### src/hw/rtl/pfr_pkg.sv
// Shared types, constants and helpers for the Pareto front ranker.
// No dependencies; every other RTL file imports this package.
`default_nettype none

package pfr_pkg;

    localparam int MAX_POPULATION = 64;
    localparam int MAX_OBJECTIVES = 4;
    localparam int IDX_W          = $clog2(MAX_POPULATION);
    localparam int CNT_W          = IDX_W + 1;
    localparam int OBJ_W          = 32;
    localparam int VEC_W          = OBJ_W * MAX_OBJECTIVES;
    localparam int OCNT_W         = 3;
    localparam logic [CNT_W-1:0] RANK_LIMIT = CNT_W'(64);

    typedef logic [VEC_W-1:0] obj_vec_t;

    // Result of one pairwise test
    typedef struct packed {
        logic p_dom_q;
        logic q_dom_p;
    } dom_pair_t;

    // Objective count with zero taken as one and saturation at the maximum
    function automatic logic [OCNT_W-1:0] used_objectives(input logic [OCNT_W-1:0] oc);
        logic [OCNT_W-1:0] k;
        k = oc;
        if (k == '0)
            k = OCNT_W'(1);
        if (k > OCNT_W'(MAX_OBJECTIVES))
            k = OCNT_W'(MAX_OBJECTIVES);
        return k;
    endfunction

endpackage

`default_nettype wire

### src/hw/rtl/pfr_dom_cmp.sv
// Pairwise Pareto dominance test over the first k objectives (minimization).
// Depends on pfr_pkg.
`default_nettype none

module pfr_dom_cmp
    import pfr_pkg::*;
(
    input  wire obj_vec_t          vec_p,
    input  wire obj_vec_t          vec_q,
    input  wire logic [OCNT_W-1:0] k,
    output dom_pair_t              result
);

    logic [MAX_OBJECTIVES-1:0] p_less;
    logic [MAX_OBJECTIVES-1:0] q_less;

    // Per-objective signed compares, unused objectives masked off
    always_comb
    begin
        for (int m = 0; m < MAX_OBJECTIVES; m++)
        begin
            if (OCNT_W'(m) < k)
            begin
                p_less[m] = $signed(vec_p[m*OBJ_W +: OBJ_W]) < $signed(vec_q[m*OBJ_W +: OBJ_W]);
                q_less[m] = $signed(vec_q[m*OBJ_W +: OBJ_W]) < $signed(vec_p[m*OBJ_W +: OBJ_W]);
            end
            else
            begin
                p_less[m] = 1'b0;
                q_less[m] = 1'b0;
            end
        end
    end

    assign result.p_dom_q = (|p_less) && !(|q_less);
    assign result.q_dom_p = (|q_less) && !(|p_less);

endmodule

`default_nettype wire

### config.mk
export PLATFORM = sky130hd
export DESIGN_NAME = pfr_dom_cmp
export DESIGN_NICKNAME = d
export VERILOG_FILES = /design/src/hw/rtl/pfr_pkg.sv /design/src/hw/rtl/pfr_dom_cmp.sv
export SDC_FILE = /design/constraint.sdc
export NUM_CORES = 1
export LEC_CHECK = 0
export BUFFER_PORTS_ARGS = -buffer_cell sky130_fd_sc_hd__buf_2
export CELL_PAD_IN_SITES_DETAIL_PLACEMENT = 2
export CELL_PAD_IN_SITES_GLOBAL_PLACEMENT = 2
export CORE_ASPECT_RATIO = 1.75
export CORE_MARGIN = 2
export CORE_UTILIZATION = 18
export DETAILED_ROUTE_END_ITERATION = 6
export GPL_TIMING_DRIVEN = 0
export MAX_ROUTING_LAYER = met4
export PLACE_DENSITY_LB_ADDON = 0.1
export SYNTH_ARGS = -nofsm -noshare
export SYNTH_HDL_FRONTEND = slang
export SYNTH_SLANG_ARGS = --single-unit
### constraint.sdc
create_clock -name vclk -period 3.2
set_input_delay 0.64 -clock vclk [all_inputs]
set_output_delay 0.64 -clock vclk [all_outputs]
set_load 0.01 [all_outputs]
==> results.txt <==
- Setup repair after global routing could not meet its margin everywhere.
- Static timing analysis puts the maximum clock frequency at between 200 and 300 MHz.
* Final estimated routing congestion in global placement: between 0.7 and 0.8
- Routed WL: 14.3 mm
- Final period demand of the worst path: around 3.6 ns
- Fraction of post-synthesis cell area in the top cell type by area: 47.6%
- The number of different library cells used by synthesis comes to 42.
* Post-synthesis share of cell area spent on full adders, half adders and majority gates: a little under half
- The final-report hold violation count was 0.
* Global-route wire length before repair: around 23 mm
* Cell types with the highest counts after synthesis: inv_1, ha_1, a21oi_1, nand2_1, nand4_1
* Quantity of hold-fixing buffers added after cts: 0
- The first detailed-routing pass ran for 4 iterations.
- Setup violations remaining at the end of the flow were counted as 2.
* Peak supply drop: about 32 uV
* Number of placement rows: 66
- Vias per cell: ~4.4
- For the pin with the worst max-slew slack, the measured transition is 0.477 ns.
- The analysis attributes to cell leakage a power of 3.26 nW.
* Starting density of the core: 18.2%
* Nature of the critical path endpoint: output port
- Summing every instance area after synthesis gives approximately 0.0034 mm2.
* Post-DP HPWL: 13.9 mm
- Port Buffer Count: 261
* Number of global-route vias before repair: between 5,000 and 6,000
- Routed wire per std cell: 14.6 um
* # IOs: between 200 and 300
- Syn avg cell area: roughly 7 um2
- After filler insertion, the fill cell instance count of the layout stands at 2,330.
* Total congestion overflow after global routing: 0
- Of the available clock period, the critical path in the final layout requires 114%.
* Result of the run: complete, but fails checks
* Nets in the synthesized netlist: between 800 and 900
- Of the synthesized area, sequential elements account for 0%.
- The largest total area in the synthesized netlist belongs to ha_1.
- Sequential cells placed in the final layout were counted as 0.
* Global-route usage over all layers: between 10% and 20%
- Failing checks: setup timing
* Main combinational cell family by area after synthesis: adder cells
- Synthesized-area fraction occupied by and/or/nand/nor cells: between 10% and 20%
* Share of total power in combinational logic: 100.0%
* Core Box Area: around 0.018 mm2
- The number of max-slew violations in the final report came to 0.
* Sw Ratio: slightly below 50%
- Cells after Synth: between 400 and 500
* Synthesis-to-layout area growth: 60.2%
- During synthesis, Yosys emitted a total of 0 warnings.
- The die is ~180 um tall.
* Net switching power: roughly 0.3 mW
- The number of antenna violations at the first check in global routing was 4.
- Summing over every cut layer, the via total after detailed routing is approximately 4,400.
* Tot Pwr: about 0.63 mW
* XOR/XNOR Fraction of Synth Area: 0%
* Number of maximum-capacitance constraint violations: 0
- Multiplexer cells account for less than 1% of the synthesized area.
- DR DRC count: 0
- Final worst hold slack: about 1.8 ns
- Pin count of the biggest net entering global routing: 6
- Worst slew margin relative to its limit: about two thirds
- Die area: 0.0198 mm2
- Along the worst path, the maximum fanout reaches 2.
* FF/Latch Area: 0 um2
- At the end of the flow, the number of nets in the layout was 1,126.
- The first routing iteration left 37 violations.
* Startpoint class of the critical path: input pin
* Critical Path RT: between 2 and 3 ns
- In this run, flip-flops and latches consume 0% of the power.
- Antenna violation net count after detailed routing: 0
- Path category of the worst min-delay check: input pin to output port
* Compound-Gate Fraction of Synth Area: approximately a fifth
- # clk buffers: 0
- The floorplan step set the die width to between 100 and 150 um.
- The most common cell in the synthesized netlist is inv_1.
- Critical Path AT: around 3 ns
- The clock network accounts for 0% of the total power.
* Multi-input logic area: 0.00320 mm2
- Largest cells by area after synthesis: ha_1, inv_1, a21oi_1
* Share of layout cells above drive strength 1: roughly 44%
* Category of the critical setup timing path: input pin to output port
* Final Worst Setup Slack: -0.450 ns
- Power Dens Cells: roughly 120 mW/mm2
* Int Power: approximately 0.33 mW
## final cells by class
type                       count  area share (%)
timing repair buffer         266            25.4
tap                          238            5.52
multi-input combinational    337            59.3
inverter                     134            9.61
antenna                        4           0.186
## worst max-delay path, stage by stage
cell and delay, ns:
buf_6 0.10, inv_4 0.05, ha_4 0.19, nand4_1 0.20
nor4_4 0.09, a21boi_2 0.16, o31a_1 0.27, nor4_4 0.32
mux2i_1 0.26, o211ai_1 0.15, a2111oi_2 0.38, buf_2 0.20
## cells by family after synthesis
group,Yosys count
and+or+nand+nor,99
muxes,3
buffers and inverters,134
adders and majority gates,128
AOI/OAI and AO/OA,107
## worst paths after layout
path / from / endpoint / slack (ns) / cells past startpoint
setup / recovery: vec_p[13] / result[0] / -0.45 / 12
hold / removal: k[2] / result[1] / 1.81 / 4
## power groups by stage
| stage | Sequential (mW) | Clock (mW) | Combinational [mW] |
|---|---|---|---|
| after CTS | 0 | 0 | 0.648 |
| after global placement | 0 | 0 | 0.567 |
| after detailed placement | 0 | 0 | 0.601 |
| after global routing | 0 | 0.000000167 | 0.740 |
| after floorplan | 0 | 0 | 0.320 |
| final | 0 | 0.000000167 | 0.633 |
## repair_timing
item	4_1_cts	5_1_grt
endpoints found under the hold margin	0	0
endpoints found under the setup margin	2	2
resized for setup	30	8
buffers inserted	5	0
pin swaps	18	4
## metal layers
metal  GRT usage, %  up-vias  share of wire (%)
met5              -        -                  0
met4           1.44        0               0.93
met3           2.22        6                6.9
met2           31.6      158                 61
met1           12.9     2009                 31
li1               -     2178                  -
## per-stage QoR
step | util (%) | area [um2] | worst slack [ns] | setup TNS (ns) | instances
final | 29.1 | 5390 | -0.450 | -0.873 | 979
after global routing | 29.1 | 5390 | -0.624 | -1.18 | 979
after CTS | 28.9 | 5350 | -0.474 | -0.941 | 975
after detailed placement | 27.7 | 5120 | -0.756 | -1.46 | 970
after global placement | 27.7 | 5120 | -0.714 | -1.35 | 970
after floorplan | - | 3520 | -0.110 | -0.146 | 471
## cells in the final DEF (no fill, tap or decap), types with 2 or more instances in the layout
cell type	n
buf_6	4
a21oi_1	45
ha_1	113
buf_2	257
and4_1	5
a221oi_1	2
a221oi_2	2
o21ai_0	11
nor4_2	2
a21boi_0	2
diode_2	4
nor4_1	2
nor4_4	4
a221o_1	3
o22ai_2	2
ha_4	15
nor2_1	9
a21o_1	11
inv_1	122
inv_4	4
buf_4	5
nand2_1	37
o311a_1	2
a211oi_1	2
nand4_1	16
inv_2	7
o211ai_1	4
and4_4	2
a21oi_2	6
nand3_1	12
o21ai_1	3
Note: power is estimated with default switching activity, not from simulation.
